### src/hw/rtl/afh_pkg.sv
// Shared constants and types for the AFH channel map engine.
// Used by afh_mod_unit and afh_channel_map_engine; depends on nothing.
package afh_pkg;

    localparam int MAX_CHANNELS = 128;
    localparam int ADDR_W       = $clog2(MAX_CHANNELS);
    localparam int COUNT_W      = $clog2(MAX_CHANNELS + 1);
    localparam int CH_W         = 7;
    localparam int MAP_LIMIT    = (MAX_CHANNELS < 128) ? MAX_CHANNELS : 128;

    // serial modulo unit sizing: pn_value + hop_step fits 9 bits
    localparam int MOD_DVD_W = 9;
    localparam int MOD_DIV_W = 8;
    localparam int MOD_CNT_W = $clog2(MOD_DVD_W + 1);

    // channel status codes
    localparam logic [1:0] ST_UNAVAIL = 2'd0;
    localparam logic [1:0] ST_AVAIL   = 2'd1;
    localparam logic [1:0] ST_USED    = 2'd2;

    localparam logic [1:0] LOSS_LIMIT = 2'd3;

    // operation codes
    localparam logic [1:0] OP_ASSESS  = 2'd0;
    localparam logic [1:0] OP_MAP     = 2'd1;
    localparam logic [1:0] OP_MONITOR = 2'd2;

    // configuration register indexes
    localparam int CFG_IDX_W = 3;
    localparam logic [CFG_IDX_W-1:0] REG_RSSI_THR = 3'd0;
    localparam logic [CFG_IDX_W-1:0] REG_SNR_THR  = 3'd1;
    localparam logic [CFG_IDX_W-1:0] REG_PRR_THR  = 3'd2;
    localparam logic [CFG_IDX_W-1:0] REG_NUM_CH   = 3'd3;
    localparam logic [CFG_IDX_W-1:0] REG_HOP_STEP = 3'd4;
    localparam logic [CFG_IDX_W-1:0] REG_REMAP    = 3'd5;
    localparam logic [CFG_IDX_W-1:0] REG_REPLACE  = 3'd6;

    // one channel table entry
    typedef struct packed {
        logic [1:0] status;
        logic [1:0] loss;
    } entry_t;

endpackage

### src/hw/rtl/afh_channel_map_engine.sv
// Top level of the AFH channel map engine: config registers, channel table
// memory and the operation sequencer. Depends on afh_pkg and afh_mod_unit.
//
// One word is taken at a time. Assess and monitor without replacement go
// through evaluate and push; map first waits for the serial modulo. A
// stepped map that hits an unavailable channel, or a monitor that replaces,
// also walks the channel table one entry per cycle through its single read
// port, up to the whole table, and a stepped map runs a second modulo
// before the walk. A finished result waits in the output register while
// the next word is taken. The table needs no clearing pass after reset:
// per-entry valid flops make untouched entries read as unavailable.
module afh_channel_map_engine (
    input  logic                            clk,
    input  logic                            rst_n,
    // input words
    input  logic                            in_valid,
    output logic                            in_stall,
    input  logic [1:0]                      operation,
    input  logic [afh_pkg::CH_W-1:0]        channel,
    input  logic [7:0]                      pn_value,
    input  logic [7:0]                      rssi,
    input  logic [7:0]                      snr,
    input  logic [7:0]                      prr,
    // result words
    output logic                            out_valid,
    input  logic                            out_stall,
    output logic [afh_pkg::CH_W-1:0]        result_channel,
    output logic                            quality_ok,
    output logic                            none_available,
    // configuration writes
    input  logic                            cfg_valid,
    output logic                            cfg_ready,
    input  logic [afh_pkg::CFG_IDX_W-1:0]   cfg_index,
    input  logic [7:0]                      cfg_data
);

    localparam logic [2:0] S_IDLE  = 3'd0;
    localparam logic [2:0] S_MODC  = 3'd1;
    localparam logic [2:0] S_EVAL  = 3'd2;
    localparam logic [2:0] S_MODK  = 3'd3;
    localparam logic [2:0] S_SCAN0 = 3'd4;
    localparam logic [2:0] S_SCAN  = 3'd5;
    localparam logic [2:0] S_PUSH  = 3'd6;

    localparam int AW = afh_pkg::ADDR_W;
    localparam int CW = afh_pkg::COUNT_W;

    // configuration
    logic [7:0] rssi_thr_reg, snr_thr_reg, prr_thr_reg, num_ch_reg;
    logic [6:0] hop_step_reg;
    logic       remap_reg, replace_reg;

    // sequencer
    logic [2:0]           state_reg, state_next;
    logic [1:0]           op_reg, op_next;
    logic [AW-1:0]        ch_reg, ch_next;
    logic                 ok_reg, ok_next;
    logic [AW-1:0]        c_reg, c_next;
    logic [AW-1:0]        k_reg, k_next;
    logic [AW-1:0]        scan_idx_reg, scan_idx_next;
    logic [CW-1:0]        count_reg, count_next;
    logic [afh_pkg::CH_W-1:0] res_ch_reg, res_ch_next;
    logic                 res_q_reg, res_q_next;
    logic                 res_none_reg, res_none_next;

    // output register
    logic                 out_valid_reg, out_valid_next;
    logic [afh_pkg::CH_W-1:0] out_ch_reg, out_ch_next;
    logic                 out_q_reg, out_q_next;
    logic                 out_none_reg, out_none_next;

    // channel table
    afh_pkg::entry_t      mem [afh_pkg::MAX_CHANNELS];
    logic [afh_pkg::MAX_CHANNELS-1:0] valid_reg;
    afh_pkg::entry_t      mem_q;
    logic                 rd_valid_reg;
    afh_pkg::entry_t      rd_entry;
    logic [AW-1:0]        rd_addr;
    logic                 mem_we;
    logic [AW-1:0]        mem_waddr;
    afh_pkg::entry_t      mem_wdata;
    logic [1:0]           wr_old_st;

    // modulo unit
    logic                             mod_start;
    logic [afh_pkg::MOD_DVD_W-1:0]    mod_dividend;
    logic [afh_pkg::MOD_DIV_W-1:0]    mod_divisor;
    logic                             mod_busy;
    logic [afh_pkg::MOD_DIV_W-1:0]    mod_rem;

    logic                 ok_now;
    logic [7:0]           n_sat;
    logic [1:0]           loss_new;
    logic                 push_ok;

    afh_mod_unit u_mod (
        .clk       (clk),
        .rst_n     (rst_n),
        .start     (mod_start),
        .dividend  (mod_dividend),
        .divisor   (mod_divisor),
        .busy      (mod_busy),
        .remainder (mod_rem)
    );

    assign cfg_ready = 1'b1;

    always_ff @(posedge clk or negedge rst_n)
    begin
        if (!rst_n)
        begin
            rssi_thr_reg <= 8'd50;
            snr_thr_reg  <= 8'd50;
            prr_thr_reg  <= 8'd50;
            num_ch_reg   <= 8'd79;
            hop_step_reg <= 7'd7;
            remap_reg    <= 1'b1;
            replace_reg  <= 1'b1;
        end
        else if (cfg_valid && cfg_ready)
        begin
            case (cfg_index)
                afh_pkg::REG_RSSI_THR: rssi_thr_reg <= cfg_data;
                afh_pkg::REG_SNR_THR:  snr_thr_reg  <= cfg_data;
                afh_pkg::REG_PRR_THR:  prr_thr_reg  <= cfg_data;
                afh_pkg::REG_NUM_CH:   num_ch_reg   <= cfg_data;
                afh_pkg::REG_HOP_STEP: hop_step_reg <= cfg_data[6:0];
                afh_pkg::REG_REMAP:    remap_reg    <= cfg_data[0];
                afh_pkg::REG_REPLACE:  replace_reg  <= cfg_data[0];
                default: ;
            endcase
        end
    end

    assign ok_now = !(rssi < rssi_thr_reg && snr < snr_thr_reg && prr < prr_thr_reg);

    always_comb
    begin
        if (num_ch_reg == 8'd0)
            n_sat = 8'd1;
        else if (num_ch_reg > 8'(afh_pkg::MAP_LIMIT))
            n_sat = 8'(afh_pkg::MAP_LIMIT);
        else
            n_sat = num_ch_reg;
    end

    // entries never written read as unavailable with zero losses
    assign rd_entry = rd_valid_reg ? mem_q : '0;

    always_comb
    begin
        if (ok_reg)
            loss_new = 2'd0;
        else if (rd_entry.loss == afh_pkg::LOSS_LIMIT)
            loss_new = afh_pkg::LOSS_LIMIT;
        else
            loss_new = rd_entry.loss + 2'd1;
    end

    assign push_ok = !out_valid_reg || !out_stall;

    always_comb
    begin
        state_next    = state_reg;
        op_next       = op_reg;
        ch_next       = ch_reg;
        ok_next       = ok_reg;
        c_next        = c_reg;
        k_next        = k_reg;
        scan_idx_next = scan_idx_reg;
        res_ch_next   = res_ch_reg;
        res_q_next    = res_q_reg;
        res_none_next = res_none_reg;
        out_valid_next = out_valid_reg;
        out_ch_next   = out_ch_reg;
        out_q_next    = out_q_reg;
        out_none_next = out_none_reg;
        rd_addr       = ch_reg;
        mem_we        = 1'b0;
        mem_waddr     = ch_reg;
        mem_wdata     = '0;
        wr_old_st     = afh_pkg::ST_UNAVAIL;
        mod_start     = 1'b0;
        mod_dividend  = '0;
        mod_divisor   = '0;

        if (out_valid_reg && !out_stall)
            out_valid_next = 1'b0;

        case (state_reg)
            S_IDLE:
            begin
                rd_addr = AW'(channel);
                if (in_valid)
                begin
                    op_next       = operation;
                    ch_next       = AW'(channel);
                    ok_next       = ok_now;
                    res_ch_next   = channel;
                    res_q_next    = ok_now;
                    res_none_next = 1'b0;
                    case (operation)
                        afh_pkg::OP_ASSESS,
                        afh_pkg::OP_MONITOR:
                            state_next = S_EVAL;
                        afh_pkg::OP_MAP:
                        begin
                            res_q_next  = 1'b0;
                            mod_start   = 1'b1;
                            mod_divisor = n_sat;
                            if (remap_reg)
                                mod_dividend = {1'b0, pn_value} + {2'b00, hop_step_reg};
                            else
                                mod_dividend = {1'b0, pn_value};
                            state_next = S_MODC;
                        end
                        default:
                        begin
                            res_ch_next = '0;
                            res_q_next  = 1'b0;
                            state_next  = S_PUSH;
                        end
                    endcase
                end
            end

            S_MODC:
            begin
                rd_addr = AW'(mod_rem);
                if (!mod_busy)
                begin
                    c_next      = AW'(mod_rem);
                    res_ch_next = afh_pkg::CH_W'(mod_rem);
                    state_next  = S_EVAL;
                end
            end

            S_EVAL:
            begin
                wr_old_st = rd_entry.status;
                case (op_reg)
                    afh_pkg::OP_ASSESS:
                    begin
                        mem_we    = 1'b1;
                        mem_waddr = ch_reg;
                        mem_wdata.status = ok_reg ? afh_pkg::ST_AVAIL : afh_pkg::ST_UNAVAIL;
                        mem_wdata.loss   = rd_entry.loss;
                        state_next = S_PUSH;
                    end
                    afh_pkg::OP_MAP:
                    begin
                        if (remap_reg && rd_entry.status == afh_pkg::ST_UNAVAIL)
                        begin
                            if (count_reg == '0)
                            begin
                                res_none_next = 1'b1;
                                state_next    = S_PUSH;
                            end
                            else
                            begin
                                mod_start    = 1'b1;
                                mod_dividend = afh_pkg::MOD_DVD_W'(c_reg);
                                mod_divisor  = afh_pkg::MOD_DIV_W'(count_reg);
                                state_next   = S_MODK;
                            end
                        end
                        else
                        begin
                            mem_we    = 1'b1;
                            mem_waddr = c_reg;
                            mem_wdata.status = afh_pkg::ST_USED;
                            mem_wdata.loss   = rd_entry.loss;
                            state_next = S_PUSH;
                        end
                    end
                    default:
                    begin
                        // monitor
                        mem_we    = 1'b1;
                        mem_waddr = ch_reg;
                        mem_wdata.loss = loss_new;
                        if (loss_new == afh_pkg::LOSS_LIMIT)
                        begin
                            mem_wdata.status = afh_pkg::ST_UNAVAIL;
                            if (replace_reg)
                            begin
                                k_next     = '0;
                                state_next = S_SCAN0;
                            end
                            else
                                state_next = S_PUSH;
                        end
                        else
                        begin
                            mem_wdata.status = rd_entry.status;
                            state_next = S_PUSH;
                        end
                    end
                endcase
            end

            S_MODK:
            begin
                if (!mod_busy)
                begin
                    k_next     = AW'(mod_rem);
                    state_next = S_SCAN0;
                end
            end

            S_SCAN0:
            begin
                rd_addr       = '0;
                scan_idx_next = '0;
                if (count_reg == '0)
                begin
                    res_none_next = 1'b1;
                    state_next    = S_PUSH;
                end
                else
                    state_next = S_SCAN;
            end

            S_SCAN:
            begin
                // data for scan_idx arrives while the next entry is read
                rd_addr       = scan_idx_reg + 1'b1;
                scan_idx_next = scan_idx_reg + 1'b1;
                if (rd_entry.status == afh_pkg::ST_AVAIL && k_reg == '0)
                begin
                    wr_old_st = afh_pkg::ST_AVAIL;
                    mem_we    = 1'b1;
                    mem_waddr = scan_idx_reg;
                    mem_wdata.status = afh_pkg::ST_USED;
                    mem_wdata.loss   = rd_entry.loss;
                    res_ch_next = afh_pkg::CH_W'(scan_idx_reg);
                    state_next  = S_PUSH;
                end
                else
                begin
                    if (rd_entry.status == afh_pkg::ST_AVAIL)
                        k_next = k_reg - 1'b1;
                    if (scan_idx_reg == AW'(afh_pkg::MAX_CHANNELS - 1))
                    begin
                        res_none_next = 1'b1;
                        state_next    = S_PUSH;
                    end
                end
            end

            S_PUSH:
            begin
                if (push_ok)
                begin
                    out_valid_next = 1'b1;
                    out_ch_next    = res_ch_reg;
                    out_q_next     = res_q_reg;
                    out_none_next  = res_none_reg;
                    state_next     = S_IDLE;
                end
            end

            default:
                state_next = S_IDLE;
        endcase
    end

    // available count follows every status write
    always_comb
    begin
        count_next = count_reg;
        if (mem_we)
        begin
            if (wr_old_st == afh_pkg::ST_AVAIL && count_reg != '0)
                count_next = count_next - 1'b1;
            if (mem_wdata.status == afh_pkg::ST_AVAIL)
                count_next = count_next + 1'b1;
        end
    end

    always_ff @(posedge clk)
    begin
        if (mem_we)
            mem[mem_waddr] <= mem_wdata;
        mem_q <= mem[rd_addr];
    end

    always_ff @(posedge clk or negedge rst_n)
    begin
        if (!rst_n)
        begin
            valid_reg    <= '0;
            rd_valid_reg <= 1'b0;
        end
        else
        begin
            if (mem_we)
                valid_reg[mem_waddr] <= 1'b1;
            rd_valid_reg <= valid_reg[rd_addr];
        end
    end

    always_ff @(posedge clk or negedge rst_n)
    begin
        if (!rst_n)
        begin
            state_reg     <= S_IDLE;
            count_reg     <= '0;
            out_valid_reg <= 1'b0;
        end
        else
        begin
            state_reg     <= state_next;
            count_reg     <= count_next;
            out_valid_reg <= out_valid_next;
        end
    end

    always_ff @(posedge clk)
    begin
        op_reg       <= op_next;
        ch_reg       <= ch_next;
        ok_reg       <= ok_next;
        c_reg        <= c_next;
        k_reg        <= k_next;
        scan_idx_reg <= scan_idx_next;
        res_ch_reg   <= res_ch_next;
        res_q_reg    <= res_q_next;
        res_none_reg <= res_none_next;
        out_ch_reg   <= out_ch_next;
        out_q_reg    <= out_q_next;
        out_none_reg <= out_none_next;
    end

    assign in_stall       = (state_reg != S_IDLE);
    assign out_valid      = out_valid_reg;
    assign result_channel = out_ch_reg;
    assign quality_ok     = out_q_reg;
    assign none_available = out_none_reg;

`ifndef SYNTHESIS
    a_count_range: assert property (@(posedge clk) disable iff (!rst_n)
        count_reg <= CW'(afh_pkg::MAX_CHANNELS))
        else $error("available count beyond table size");
    a_write_states: assert property (@(posedge clk) disable iff (!rst_n)
        mem_we |-> (state_reg == S_EVAL || state_reg == S_SCAN))
        else $error("table write outside evaluate or scan");
    a_scan_take: assert property (@(posedge clk) disable iff (!rst_n)
        (state_reg == S_SCAN && mem_we) |-> count_reg != '0)
        else $error("scan took a channel with none available");
    a_accept_busy: assert property (@(posedge clk) disable iff (!rst_n)
        (in_valid && !in_stall) |=> state_reg != S_IDLE)
        else $error("sequencer idle right after accepting a word");
`endif

endmodule

### src/hw/rtl/afh_mod_unit.sv
// Bit-serial restoring modulo unit, one dividend bit per cycle.
// Depends on afh_pkg for widths.
module afh_mod_unit (
    input  logic                           clk,
    input  logic                           rst_n,
    input  logic                           start,
    input  logic [afh_pkg::MOD_DVD_W-1:0]  dividend,
    input  logic [afh_pkg::MOD_DIV_W-1:0]  divisor,
    output logic                           busy,
    output logic [afh_pkg::MOD_DIV_W-1:0]  remainder
);

    logic                          busy_reg, busy_next;
    logic [afh_pkg::MOD_CNT_W-1:0] cnt_reg, cnt_next;
    logic [afh_pkg::MOD_DVD_W-1:0] dvd_reg, dvd_next;
    logic [afh_pkg::MOD_DIV_W-1:0] div_reg, div_next;
    logic [afh_pkg::MOD_DIV_W-1:0] rem_reg, rem_next;
    logic [afh_pkg::MOD_DIV_W:0]   trial;

    always_comb
    begin
        busy_next = busy_reg;
        cnt_next  = cnt_reg;
        dvd_next  = dvd_reg;
        div_next  = div_reg;
        rem_next  = rem_reg;
        trial     = {rem_reg, dvd_reg[afh_pkg::MOD_DVD_W-1]};
        if (start)
        begin
            busy_next = 1'b1;
            cnt_next  = afh_pkg::MOD_CNT_W'(afh_pkg::MOD_DVD_W);
            dvd_next  = dividend;
            div_next  = divisor;
            rem_next  = '0;
        end
        else if (busy_reg)
        begin
            if (trial >= {1'b0, div_reg})
                rem_next = afh_pkg::MOD_DIV_W'(trial - {1'b0, div_reg});
            else
                rem_next = afh_pkg::MOD_DIV_W'(trial);
            dvd_next = {dvd_reg[afh_pkg::MOD_DVD_W-2:0], 1'b0};
            cnt_next = cnt_reg - 1'b1;
            if (cnt_reg == afh_pkg::MOD_CNT_W'(1))
                busy_next = 1'b0;
        end
    end

    always_ff @(posedge clk or negedge rst_n)
    begin
        if (!rst_n)
        begin
            busy_reg <= 1'b0;
            cnt_reg  <= '0;
        end
        else
        begin
            busy_reg <= busy_next;
            cnt_reg  <= cnt_next;
        end
    end

    always_ff @(posedge clk)
    begin
        dvd_reg <= dvd_next;
        div_reg <= div_next;
        rem_reg <= rem_next;
    end

    assign busy      = busy_reg;
    assign remainder = rem_reg;

`ifndef SYNTHESIS
    a_start_idle: assert property (@(posedge clk) disable iff (!rst_n)
        start |-> !busy_reg)
        else $error("modulo start while busy");
    a_cnt_live: assert property (@(posedge clk) disable iff (!rst_n)
        busy_reg |-> cnt_reg != '0)
        else $error("modulo busy with zero step count");
    a_rem_range: assert property (@(posedge clk) disable iff (!rst_n)
        ($fell(busy_reg) && div_reg != '0) |-> rem_reg < div_reg)
        else $error("modulo remainder not below divisor");
`endif

endmodule

### config.mk
export PLATFORM = sky130hd
export DESIGN_NAME = afh_channel_map_engine
export DESIGN_NICKNAME = d
export VERILOG_FILES = /design/src/hw/rtl/afh_pkg.sv /design/src/hw/rtl/afh_channel_map_engine.sv /design/src/hw/rtl/afh_mod_unit.sv
export SDC_FILE = /design/constraint.sdc
export NUM_CORES = 1
export LEC_CHECK = 0
export BUFFER_PORTS_ARGS = -buffer_cell sky130_fd_sc_hd__buf_2
export CORE_MARGIN = 2
export CORE_UTILIZATION = 40
export DETAILED_ROUTE_END_ITERATION = 8
export PLACE_DENSITY = 0.56
export SYNTH_ARGS = -nofsm -noshare
export SYNTH_HDL_FRONTEND = slang
export SYNTH_SLANG_ARGS = --single-unit
### constraint.sdc
create_clock -name clk -period 8.75 [get_ports clk]
set_input_delay 1.3125 -clock clk [delete_from_list [all_inputs] [get_ports clk]]
set_output_delay 1.3125 -clock clk [all_outputs]
set_load 0.02 [all_outputs]
---- After elaboration in Yosys (flattened, before gate mapping) ----
Memories as Yosys holds them, arrays and structs flattened. A register that Yosys moved wholly into a read port is not among the register bits.
Index checks and enable logic that the tools add are counted.
operators by class
  add/sub/neg operators ................... 8
  order comparisons ....................... 8
  eq/ne operators ......................... 36
  mux-type cells .......................... 94
  bitwise operators ....................... 2
  reductions and logical operators ........ 43
operator list
  cell                                                        count
  bitwise OR 128 bit                                          1
  2-to-1 mux 7 bit                                            15
  2-to-1 mux 8 bit                                            11
  2-to-1 mux 9 bit                                            5
  case mux 7 bit (3 select lines)                             2
  case mux 7 bit (2 select lines)                             2
  case mux 7 bit (4 select lines)                             1
  2-to-1 mux 3 bit                                            9
  2-to-1 mux 1 bit                                            26
  != test 2 bit, second input constant                        13
  less-than comparator 8 bit                                  3
  case mux 3 bit (7 select lines)                             1
  2-to-1 mux 4 bit                                            5
  AND reduction 2 bit                                         10
  equality test 3 bit, second input constant                  6
  case mux 9 bit (2 select lines)                             1
  zero test 8 bit                                             2
  less-than comparator 7 x 8 -> 1 bit, second input constant  2
  case mux 4 bit (2 select lines)                             2
  case mux 8 bit (2 select lines)                             1
  equality test 3 x 2 -> 1 bit, second input constant         4
  case mux 3 bit (2 select lines)                             2
  equality test 2 x 1 -> 1 bit, second input constant         5
  2-to-1 mux 2 bit                                            5
  other kinds (38)                                            57
word-level totals
  bits in registers ....................... 261
  RAM bits ................................ 512
  input port bits ......................... 57
  output and inout port bits .............. 12
  word-level logic and storage cells ...... 221
  memories kept ........................... 1
memories
  memory  depth  width  rd ports  clocked after Yosys merged registers in  wr ports  line                          RTL
  mem     128    4      1         1                                        1         afh_channel_map_engine.sv:73  afh_pkg::entry_t mem [afh_pkg::MAX_CHANNELS];

---- Depth between registers and ports, before layout ----
Gate-level depths: netlist of run 1.
  depth in word-level cells ............... 11
  gate-level depth with buffers ........... 14
  depth with buffers taken out ............ 13

---- Modules after synthesis ----
Synthesis of run 1 repeated with hierarchy kept, for this count alone.
second synthesis, totals
  cells, all modules ...................... 2686
  area, all modules ....................... 33915.0 sq um
by module, submodules not included
  module                  instances  cells each  area an instance (sq um)  seq. area each (sq um)
  afh_channel_map_engine  1          2524        32203.4                   21504.4
  afh_mod_unit            1          162         1711.6                    795.8

---- Worst setup path before layout of run 1 ----
No wires, ideal clock.
  path kind ............................... register to register
  from .................................... register k_reg[2]
  to ...................................... memory mem[0][1] (netlist bit), data pin
  setup time .............................. 1197 ps
  data arrival time ....................... 6571 ps
  required time ........................... 7553 ps
  setup slack ............................. 982 ps
  stages on the path, launching flop included .. 5
  buffers on the path ..................... 0
  cell sequence ........................... edfxtp_1 or4_4 nor3_1 nand3_1 o21ai_0
RTL lines
  item                      line                           RTL
  start: declaration        afh_channel_map_engine.sv:59   logic [AW-1:0] k_reg, k_next;
  start signal: assignment  afh_channel_map_engine.sv:425  k_reg <= k_next;
  end: declaration          afh_channel_map_engine.sv:73

---- Worst setup path in the final report of run 1 ----
  from .................................... register state_reg[1]
  to ...................................... memory mem[12][1] (netlist bit), enable pin
between the ends
  cells in the longest elaborated chain, start to end .. 4
  elaborated cells on any way between the ends .. 6
  classes of those cells .................. 2 x eq/ne; 4 x mux
RTL lines
  item                                                                        line                           RTL
  start: declaration                                                          afh_channel_map_engine.sv:54   logic [2:0] state_reg, state_next;
  start signal: assignment                                                    afh_channel_map_engine.sv:413  state_reg <= state_next;
  equality test 3 bit / equality test 3 x 2 -> 1 bit (equally long branches)  afh_channel_map_engine.sv:190  case (state_reg)
  case mux 1 bit (2 select lines)                                             afh_channel_map_engine.sv:190
  2-to-1 mux 1 bit                                                            afh_channel_map_engine.sv:383  if (mem_we)
  2-to-1 mux 1 bit (not written as such)                                      afh_channel_map_engine.sv:384  mem[mem_waddr] <= mem_wdata;
Several ways; a longest one is shown, not always the timed one.

==> impl_results.md, run 1 <==
- Status: finished clean
- Synth top area share: 51.0%
- Io pins: 69
- Final period util: 57.3%
- Tot GR Track Use: 21.4%
- Hold crit path type: reg -> reg
- Largest net degree at the start of global routing: 157
- Seq cells post-synth: 777
- Cts repair resizes: 0
- Final instance area: 38,300 µm²
- Slowest CP cell: nor4_4
- Cell mode on critical path: nor2_1
- Clk_lat worst skew: 0.63 ns
- Cell Area, Synth: 34,000 µm²
- Critical path's largest stage delay: 0.89 ns
- Remaining DRCs: 0
- Final net count: 2,986
- Clock power share: 27.0%
- WL final: 92,400 µm
- Sequential fraction of the synthesis area: 65.5%
- Capture point of the worst reg-to-reg path: mem[12][1]$_DFFE_PP_
- Crit-path max FO: 25
- CTS tree: done
- Area contributors post-synth: edfxtp_1 51%, dfrtp_1 12%, nand2_1 6.1%, mux2i_1 4.2%, nand3_1 3.9%
- Final hold vios: 0
- # hold bufs at CTS: 0
- ANT cells: 0
- Max reg flops: 512
- Antenna violations before repair: 1
- Post-Layout Cell Count: 4,088
- # rows: 106
- Logic gate share of total power: 37.1%
- Post-CTS Setup Bufs: 0
- Worst Skew: 0.0233 ns
- Total number of vias: 22,500
- Total negative setup slack: 0 ns
- Detail Route Antenna Nets: 0
- CP Buf/Inv Count: 1
- Crit Path Category: reg -> reg
- Die area: 87,500 µm²
- CP required: 9.01 ns
- Final setup fails: 0
- Critical R2R Launch: state_reg[1]$_DFFE_PN0P_
- CP Launch Type: flip-flop
- PwrDens: 340 nW/µm²
- CTS max path bufs: 3
- Synthesis warning total: 0
- CTS clk-pin slew, worst paths: 0.06 ns
- Max-cap violations: 0
- Cell count after synthesis: 2,829
- Synthesis-to-finish area growth: 12.5%
- Placed cell count: 3,931
- CP Cell Sequence: buf_4, nand3b_2, nor4_4, nor2_1, a221oi_2, and2_1, nand2_1, nor2_1
- Switching share of power: 38.6%
- Worst-Margin Slew: 1.33 ns
- Crit path depth: 8
- DRT iter0 DRCs: 1,862
- FF-to-FF setup slack: 3.73 ns
- Total Power: 13.0 mW
- Crit. End Element: flip-flop
- IO buf count: 67
- Placed Instance Area: 35,600 µm²
- Crit path from: state_reg[1]$_DFFE_PN0P_
- CP arrival: 5.28 ns
- Reg power frac: 35.8%
- Pre-antenna DRT Iters: 7
- Final min period: 5.02 ns
- Net Count, Synth: 2,932
- Count of pins over their slew limit: 0
- Leak: 14.7 nW
- R2r worst-path depth: 8
- Post-DP HPWL: 58,300 µm
- Average wire per standard cell: 22.6 µm
- Main flop type after synthesis: edfxtp_1
- Library cells used by synthesis: 92
- Internal Pwr Total: 8.01 mW
- Synthesized area per cell: 12.0 µm²
- Crit-path leading delay family: simple AND/OR/NAND/NOR gates
- Relative slew slack: 10.8%
- Setup crit end: mem[12][1]$_DFFE_PP_
- First-pass GRT wire length: 141,000 µm
- P_sw: 5.03 mW
- Number of global-route vias before repair: 22,800
- Die H: 296 µm
- Share of post-route cells with drive strength above 1: 13.3%
- Core area: 84,000 µm²
- Die width: 296 µm
- Number of H-tree levels: 3
- Gp weighted congestion: 0.891
- Overflow after GRT: 0
- F_max: 199 MHz
- CTS Root Buffer Type: clkbuf_16
- Post-synth EDFFs: 578
- CTS Sinks: 777
- Via density: 5.50
- FFs w/ async S/R, synth: 24.1%
- RSZ-0062 raised after global routing: no
- Worst vdd ir: 0.310 mV
- Leading area contributor after synthesis: edfxtp_1
- Starting Density: 40.6%
- TritonCTS Buffers: 84
[layout by cell type, fill, tap and decap left out, types with 8 or more instances in the layout]
cell / synthesis / final
dfxtp_1: 12 / 12
a221o_1: 20 / 20
nor2b_1: 21 / 21
nand3_1: 264 / 264
clkbuf_8: 0 / 9
and2_1: 11 / 10
inv_1: 51 / 51
nand2_1: 552 / 550
clkinv_2: 0 / 22
clkbuf_16: 0 / 85
ha_1: 44 / 44
nand4_1: 17 / 17
a221oi_1: 8 / 8
dfrtp_1: 168 / 168
mux2i_1: 144 / 144
a21oi_1: 57 / 57
xnor2_1: 21 / 21
nor2_1: 187 / 187
clkinv_1: 0 / 10
dfstp_2: 19 / 19
buf_2: 67 / 66
edfxtp_1: 578 / 578
a21o_1: 17 / 17
o21ai_0: 81 / 79
or2_1: 61 / 61
clkbuf_1: 49 / 12
or2_2: 72 / 72
a32oi_1: 31 / 31
buf_4: 10 / 43
mux2_2: 23 / 23
nor4_1: 13 / 13
a22o_1: 15 / 15
nor3_1: 27 / 26
a22oi_1: 23 / 23
nand2b_1: 13 / 13
and3_1: 9 / 9
[synth_stat cells (5+ instances only)]
cell type and n:
nor2_1 187, a21o_1 17, nor3b_1 6, buf_1 15, mux2_2 23, a21boi_0 7, dfrtp_1 168, dfstp_2 19
and2_1 11, nand4b_1 7, nand2b_1 13, nand2_1 552, xor2_1 7, dfxtp_1 12, o211ai_1 6, a22o_1 15
or3_1 5, a221oi_1 8, ha_1 44, mux2i_1 144, nor3_1 27, a22oi_1 23, a21oi_1 57, buf_2 67
or2_1 61, nand3_1 264, edfxtp_1 578, o21ai_0 81, a221o_1 20, nand4_1 17, and3_1 9, or2_2 72
a31oi_1 7, clkbuf_1 49, buf_4 10, nor4_1 13, nor2b_1 21, xnor2_1 21, a32oi_1 31, inv_1 51
[per-layer routing]
layer	wire, µm	GRT usage (%)
met5	11	0
met2	44100	35.0
met3	5450	3.25
met1	40000	29.0
met4	2800	7.37
[kinds of logic (layout without fill, tap and decap cells)]
logic type      after synthesis  in the layout  synth area share [%]
buf+inv                     195            320                  2.57
mux                         168            168                  5.06
fa+ha+maj                    46             46                  1.73
other cells                   1              1                0.0110
flops                       777            777                  65.5
simple gates               1291           1291                  17.6
xor+xnor                     29             29                 0.768
compound gates              322            322                  6.79
[through the flow]
step           hold WS, ns  setup WS, ns  util, %
2_1_floorplan        0.400         0.982        -
3_3_place_gp         0.402          3.78     42.4
3_5_place_dp         0.405          3.69     42.4
4_1_cts              0.419          3.86     45.6
5_1_grt              0.433          3.40     45.6
6_report             0.417          3.73     45.6
[layout make-up]
cell class | count | area (µm²)
Timing Repair Buffer | 112 | 707
Clock inverter | 52 | 467
Sequential cell | 777 | 22300
Multi-Input combinational cell | 1857 | 11000
Inverter | 51 | 191
Fill cell | 7592 | 45600
Clock buffer | 105 | 2280
Tap cell | 1134 | 1420
[worst register-to-register path, stage by stage, from the launching register on]
cell and delay (ns):
dfrtp_1 0.52, buf_4 0.30, nand3b_2 0.41, nor4_4 0.89, nor2_1 0.28, a221oi_2 0.49
and2_1 0.25, nand2_1 0.80, nor2_1 0.71
[power by group through the flow]
stage                     Sequential [mW]  Clock, mW  Combinational, mW
after floorplan                      4.63          0               3.33
after global placement               4.73          0               4.75
after detailed placement             4.74          0               4.81
after CTS                            4.67       3.60               4.83
after global routing                 4.71       3.75               5.25
final                                4.67       3.53               4.84
[worst min-delay path by stage]
stage | start | to | slack, ns | cells after the start
2_1_floorplan | res_q_reg$_SDFFCE_PN0P_ | quality_ok$_DFFE_PP_ | 0.40 | 0
3_3_place_gp | res_q_reg$_SDFFCE_PN0P_ | quality_ok$_DFFE_PP_ | 0.40 | 0
3_5_place_dp | res_ch_reg[0]$_DFFE_PP_ | result_channel[0]$_DFFE_PP_ | 0.41 | 0
4_1_cts | res_ch_reg[0]$_DFFE_PP_ | result_channel[0]$_DFFE_PP_ | 0.42 | 0
5_1_grt | res_ch_reg[5]$_DFFE_PP_ | result_channel[5]$_DFFE_PP_ | 0.43 | 0
6_report | res_ch_reg[0]$_DFFE_PP_ | result_channel[0]$_DFFE_PP_ | 0.42 | 0
No activity file was read; power rests on OpenSTA's default activity.
==> inputs of run 2 (changes only) <==
Settings changed: ABC_AREA from default to 1.
Clock period 8.75 ns to 5.1 ns, I/O delays scaled along.
==> impl_results.md, run 2 <==
- Antenna violations before repair: 0 (-1)
- Synthesis warning total: 0 (unchanged)
- Worst-Margin Slew: 1.24 ns (-0.0897 ns)
- Worst Skew: 0.0324 ns (+0.00909 ns)
- Post-CTS Setup Bufs: 0 (unchanged)
- Die width: 305 µm (+3.1%)
- CP arrival: 4.52 ns (-0.76 ns)
- Final hold vios: 0 (unchanged)
- WL final: 96,800 µm (+4.8%)
- Net Count, Synth: 3,874 (+32%)
- TritonCTS Buffers: 87 (+3.6%)
- Crit. End Element: flip-flop
- ANT cells: 0 (unchanged)
- Count leader, synth: nand2_1
- # rows: 110 (+3.8%)
- Io pins: 69 (unchanged)
- CTS tree: done
- Worst vdd ir: 0.620 mV (+100%)
- Synth Area in XOR/XNOR: 0.411% (-0.36 points)
- Detail Route Antenna Nets: 0 (unchanged)
- Starting Density: 40.3% (-0.23 points)
- RSZ-0062 raised after global routing: no
- Pre-antenna DRT Iters: 6 (-1)
- Post-Synth Simple-Gate Area: 23.9% (+6.3 points)
- Post-synthesis mux area share: 0% (-5.1 points)
- Final period util: 82.3% (+25 points)
- # hold bufs at CTS: 1 (+1)
- Leading area contributor after synthesis: edfxtp_1
- Leading cell types in the layout, fill and taps excluded: 810 x nand2_1, 738 x nand3_1, 578 x edfxtp_1, 457 x inv_1, 207 x nor2_1
- Largest net degree at the start of global routing: 149 (-5.1%)
- CP required: 5.42 ns (-3.59 ns)
- Worst setup margin: 0.900 ns (-2.83 ns)
- IO buf count: 67 (unchanged)
- Seq cells post-synth: 777 (unchanged)
- Post-DP HPWL: 56,600 µm (-2.9%)
- R2r worst-path depth: 15 (+7)
- Share of post-route cells with drive strength above 1: 8.13% (-5.2 points)
- Fin util: 45.4% (-0.29 points)
- Leading cell type in the layout, fill and taps excluded: nand2_1
- Final net count: 3,864 (+29%)
- Total number of vias: 26,300 (+17%)
- Hold Path Depth: 1 (+1)
- Max-cap violations: 0 (unchanged)
- Max reg flops: 512 (unchanged)
- Area contributors post-synth: edfxtp_1 48%, dfrtp_1 12%, nand3_1 10%, nand2_1 8.4%, inv_1 4.7%
- Final instance area: 40,800 µm² (+6.4%)
- Relative slew slack: 17.0% (+6.2 points)
- Status: finished clean
- Number of global-route vias before repair: 26,000 (+14%)
- Die area: 93,000 µm² (+6.4%)
- Average wire per standard cell: 19.3 µm (-15%)
- Busiest grt layer: met2
- Crit-path max FO: 15 (-40%)
- Tot GR Track Use: 20.9% (-0.47 points)
- CTS max path bufs: 3 (unchanged)
- First-pass GRT wire length: 152,000 µm (+7.5%)
- Library cells used by synthesis: 55 (-40%)
- Remaining DRCs: 0 (unchanged)
- Global Route met2 Usage: 34.7% (-0.39 points)
- Cts repair resizes: 0 (unchanged)
- F_max: 238 MHz (+19%)
- GRT met1 Usage: 28.5% (-0.47 points)
- CP Launch Type: flip-flop
- Overflow after GRT: 0 (unchanged)
- DRT iter0 DRCs: 2,166 (+16%)
- Hold crit path type: in -> reg
- Core area: 89,900 µm² (+7.1%)
- Combinational family with the most area after synthesis: simple AND/OR/NAND/NOR gates
- CTS Root Buffer Type: clkbuf_16
- Via density: 5.25 (-4.5%)
- Top cells by count, synth: 813 x nand2_1, 739 x nand3_1, 578 x edfxtp_1
- Synthesized area per cell: 9.61 µm² (-20%)
- Cell Area, Synth: 36,200 µm² (+6.4%)
- Synth top area share: 47.9% (-3.1 points)
- Total Power: 24.8 mW (+90%)
- Compound-gate portion of the synthesized area: 4.96% (-1.8 points)
- Post-Synth Adder-Cell Area: 1.63% (-0.11 points)
- Leak: 16.9 nW (+15%)
- Main flop type after synthesis: edfxtp_1
- Number of H-tree levels: 3 (unchanged)
- PwrDens: 608 nW/µm² (+79%)
- Placed Instance Area: 37,800 µm² (+6.2%)
- FFs w/ async S/R, synth: 24.1% (unchanged)
- Die H: 305 µm (+3.1%)
- Place WS: 0.987 ns (-2.70 ns)
- Gp weighted congestion: 0.912 (+2.3%)
- Final setup fails: 0 (unchanged)
- Cell count after synthesis: 3,771 (+33%)
- CTS Sinks: 777 (unchanged)
- Sequential fraction of the synthesis area: 61.5% (-4.0 points)
- Synthesis-to-finish area growth: 12.5% (about the same)
- CTS clk-pin slew, worst paths: 0.07 ns (about the same)
- Final min period: 4.20 ns (-0.818 ns)
- GR Util met3: 2.78% (-0.47 points)
- Crit Path Category: reg -> reg
- Count of pins over their slew limit: 0 (unchanged)
- Post-synth EDFFs: 578 (unchanged)
- Clk_lat worst skew: 0.68 ns (+0.05 ns)
## run 2: layout make-up
type | instances | area (µm²)
clock buffer | 113 | 2340
clock inverter | 51 | 617
fill | 8708 | 49100
inverter | 471 | 1780
multi-input combinational | 2307 | 11300
sequential | 777 | 22300
tap | 1176 | 1470
timing repair buffer | 117 | 960
## run 2: routing by layer
layer	wire, µm	part of all wire [%]
met5	0	0
met2	45800	47
met1	43700	45
met3	4920	5.1
met4	2380	2.5
## run 2: path summary, 6_finish.rpt
kind	slack, ns	endpoint	start
hold reg to reg	0.42	result_channel[1]$_DFFE_PP_	res_ch_reg[1]$_DFFE_PP_
hold / removal	0.31	op_reg[1]$_DFFE_PP_	operation[1]
setup reg to reg	0.90	mem[24][0]$_DFFE_PP_	state_reg[1]$_DFFE_PN0P_
setup / recovery	0.90	mem[24][0]$_DFFE_PP_	state_reg[1]$_DFFE_PN0P_
max in group asynchronous	3.45	valid_reg[96]$_DFFE_PN0P_	rst_n
min in group asynchronous	0.56	rssi_thr_reg[0]$_DFFE_PN0P_	rst_n
## run 2: report_power, final
group / internal (mW) / switching [mW]
combinational: 2.88 / 7.22
clock: 3.79 / 2.65
sequential: 7.86 / 0.373
## run 2: cells by family (layout without fill, tap and decap cells)
family,after synthesis,in the layout
flops,777,777
other cells,1,1
compound gates,326,326
xor+xnor,17,17
buf+inv,687,752
fa+ha+maj,46,46
simple gates,1917,1917
## run 2: metrics by stage
step	instances	hold WS, ns	setup TNS (ns)
final	5012	0.306	0
after global routing	5012	0.287	0
after CTS	5012	0.269	0
after detailed placement	4847	0.412	0
after global placement	4847	0.408	0
after floorplan	3771	0.400	-553.63
## run 2: worst max-delay path, stage by stage (launching register included)
cell     delay, ns
dfrtp_1       0.61
inv_2         0.21
nand2_1       0.40
nor2_4        0.15
inv_2         0.26
nor2_2        0.11
inv_2         0.21
o21ai_0       0.14
a21oi_1       0.23
inv_2         0.07
nor2_1        0.11
inv_1         0.06
nor2_1        0.12
nand2_1       0.47
buf_4         0.39
nor2_1        0.30
==> inputs of run 3 (changes only) <==
Clock period 5.1 ns to 4.1 ns, I/O delays scaled along.
==> impl_results.md, run 3 (synthesis results as in run 2) <==
- Status: finished clean
- Worst-Margin Slew: 1.33 ns (+0.0820 ns)
- Average wire per standard cell: 19.5 µm (+1.1%)
- Gp weighted congestion: 0.910 (-0.22%)
- CP arrival: 3.90 ns (-0.62 ns)
- Hold Slack: 0.206 ns (-0.0998 ns)
- Fillers: 8,572 (-1.6%)
- Final period util: 88.0% (+5.7 points)
- Clk_lat worst skew: 0.65 ns (-0.03 ns)
- Worst Skew: 0.0281 ns (-0.00431 ns)
- CP Launch Type: flip-flop
- CTS Root Buffer Type: clkbuf_16
- Final hold vios: 0 (unchanged)
- Sequential cell area: 22,300 µm² (unchanged)
- Via density: 5.29 (+0.62%)
- CP required: 4.39 ns (-1.03 ns)
- Clock power share: 25.9% (about the same)
- Area of the multi-input gates: 11,300 µm² (unchanged)
- Final instance area: 41,000 µm² (+0.49%)
- Count of pins over their slew limit: 0 (unchanged)
- Placed Instance Area: 38,000 µm² (+0.48%)
- Pre-antenna DRT Iters: 6 (unchanged)
- Tot GR Track Use: 21.1% (+0.16 points)
- Leading cell types in the layout, fill and taps excluded: 810 x nand2_1, 738 x nand3_1, 578 x edfxtp_1, 457 x inv_1, 207 x nor2_1
- Die width: 305 µm (unchanged)
- Leak: 17.0 nW (+0.62%)
- Total number of vias: 26,600 (+0.95%)
- CTS clk-pin slew, worst paths: 0.06 ns (about the same)
- Crit. End Element: flip-flop
- Number of global-route vias before repair: 26,000 (-0.0038%)
- Internal Pwr Total: 18.3 mW (+26%)
- Reg power frac: 32.9% (-0.3 points)
- Leading cell type in the layout, fill and taps excluded: nand2_1
- CP Cell Sequence: inv_2, nand2_1, nor2_4, inv_2, nor2_2, inv_2, o21ai_0, a21oi_2, inv_2, nor2_1, nand2_1, nor2_1
- Overflow after GRT: 0 (unchanged)
- Logic gate share of total power: 41.2% (+0.4 points)
- Max reg flops: 512 (unchanged)
- ANT cells: 0 (unchanged)
- Worst vdd ir: 0.737 mV (+19%)
- Final setup fails: 0 (unchanged)
- F_max: 277 MHz (+16%)
- Switching share of power: 41.2% (-0.12 points)
- Detail Route Antenna Nets: 0 (unchanged)
- IO buf count: 67 (unchanged)
- WL final: 98,200 µm (+1.4%)
- DRT iter0 DRCs: 2,231 (+3.0%)
- Post-DP HPWL: 57,600 µm (+1.8%)
- Synthesis-to-finish area growth: 13.0%
- Final net count: 3,880 (+0.41%)
- Io pins: 69 (unchanged)
- First-pass GRT wire length: 153,000 µm (+0.65%)
- RSZ-0062 raised after global routing: no
- TritonCTS Buffers: 87 (unchanged)
- # rows: 110 (unchanged)
- Hold crit path type: in -> reg
- Final min period: 3.61 ns (-0.591 ns)
- Die H: 305 µm (unchanged)
- Remaining DRCs: 0 (unchanged)
- Critical path's largest stage delay: 0.62 ns (about the same)
- Slowest CP cell: dfrtp_1
- Crit-path max FO: 16 (+1)
- P_sw: 12.8 mW (+25%)
- Share of post-route cells with drive strength above 1: 8.64% (+0.51 points)
- Core area: 89,900 µm² (unchanged)
- Starting Density: 40.3% (unchanged)
- Post-CTS Setup Bufs: 0 (unchanged)
- CTS max path bufs: 3 (unchanged)
- Cell mode on critical path: inv_2
- Crit Path Category: reg -> reg
- Antenna violations before repair: 0 (unchanged)
- PwrDens: 758 nW/µm² (+25%)
- CTS tree: done
- Max-cap violations: 0 (unchanged)
- Number of H-tree levels: 3 (unchanged)
- Die area: 93,000 µm² (unchanged)
- Largest net degree at the start of global routing: 129 (-13%)
- CTS Sinks: 777 (unchanged)
- Relative slew slack: 11.3% (-5.8 points)
run 3: changes by cell type in the layout (fill, tap and decap cells not counted), sizes merged:
cell,before,now
inv,473,474
clkinvlp,3,7
clkinv,36,19
buf,115,131
clkbuf,114,129
bufinv,10,7
run 3: power groups by stage:
stage	logic (mW)	registers [mW]	clock network, mW
2_1_floorplan	8.61	10.3	0
3_5_place_dp	12.7	10.4	0
6_report	12.8	10.2	8.03
4_1_cts	12.8	10.2	8.17
5_1_grt	14.2	10.3	8.47
3_3_place_gp	12.7	10.4	0
run 3: critical path: cells and delay by family, from the launching register on:
family	cells	cell delay, ns
flip-flops	1	0.62
AND/OR/NAND/NOR	6	1.52
buffers and inverters	4	0.73
AO/OA/AOI/OAI	2	0.37
run 3: what timing repair did:
item / CTS / global route
gates resized for setup: 0 / 0
hold buffers: 1 / 0
hold endpoints to repair: 20 / 0
run 3: per-stage QoR:
| step | total power [mW] | utilization [%] | setup TNS, ns | std cells | setup WS, ns |
|---|---|---|---|---|---|
| floorplan | 18.9 | - | -247.12 | 3771 | -0.965 |
| global placement | 23.1 | 42.3 | 0 | 4863 | 0.604 |
| detailed placement | 23.1 | 42.3 | 0 | 4863 | 0.544 |
| CTS | 31.2 | 45.6 | 0 | 5028 | 0.516 |
| global route | 33.0 | 45.6 | 0 | 5028 | 0.104 |
| finish | 31.1 | 45.6 | 0 | 5028 | 0.492 |
run 3: layout make-up:
type | instances | share of cell area, %
inverter | 471 | 4.33
clock inverter | 36 | 0.926
tap | 1176 | 3.59
timing repair buffer | 133 | 2.79
sequential | 777 | 54.4
clock buffer | 128 | 6.34
multi-input combinational | 2307 | 27.6
run 3: path summary, 6_finish.rpt:
path	start	to	slack, ns	cells past startpoint
max in group asynchronous	rst_n	valid_reg[121]$_DFFE_PN0P_	2.64	3
worst min register to register	res_ch_reg[6]$_DFFE_PP_	result_channel[6]$_DFFE_PP_	0.42	0
worst min-delay path	operation[0]	op_reg[0]$_DFFE_PP_	0.21	1
min in group asynchronous	rst_n	rssi_thr_reg[0]$_DFFE_PN0P_	0.54	2
worst max-delay path	state_reg[1]$_DFFE_PN0P_	mem[5][0]$_DFFE_PP_	0.49	12
worst max register to register	state_reg[1]$_DFFE_PN0P_	mem[5][0]$_DFFE_PP_	0.49	12
run 3: per-layer routing:
metal / track usage (%) / wire length (µm) / vias up
li1: - / - / 12700
met1: 29.0 / 43800 / 12900
met2: 34.5 / 46200 / 804
met3: 2.98 / 5230 / 193
met4: 6.68 / 2900 / 0
met5: 0 / 0 / -
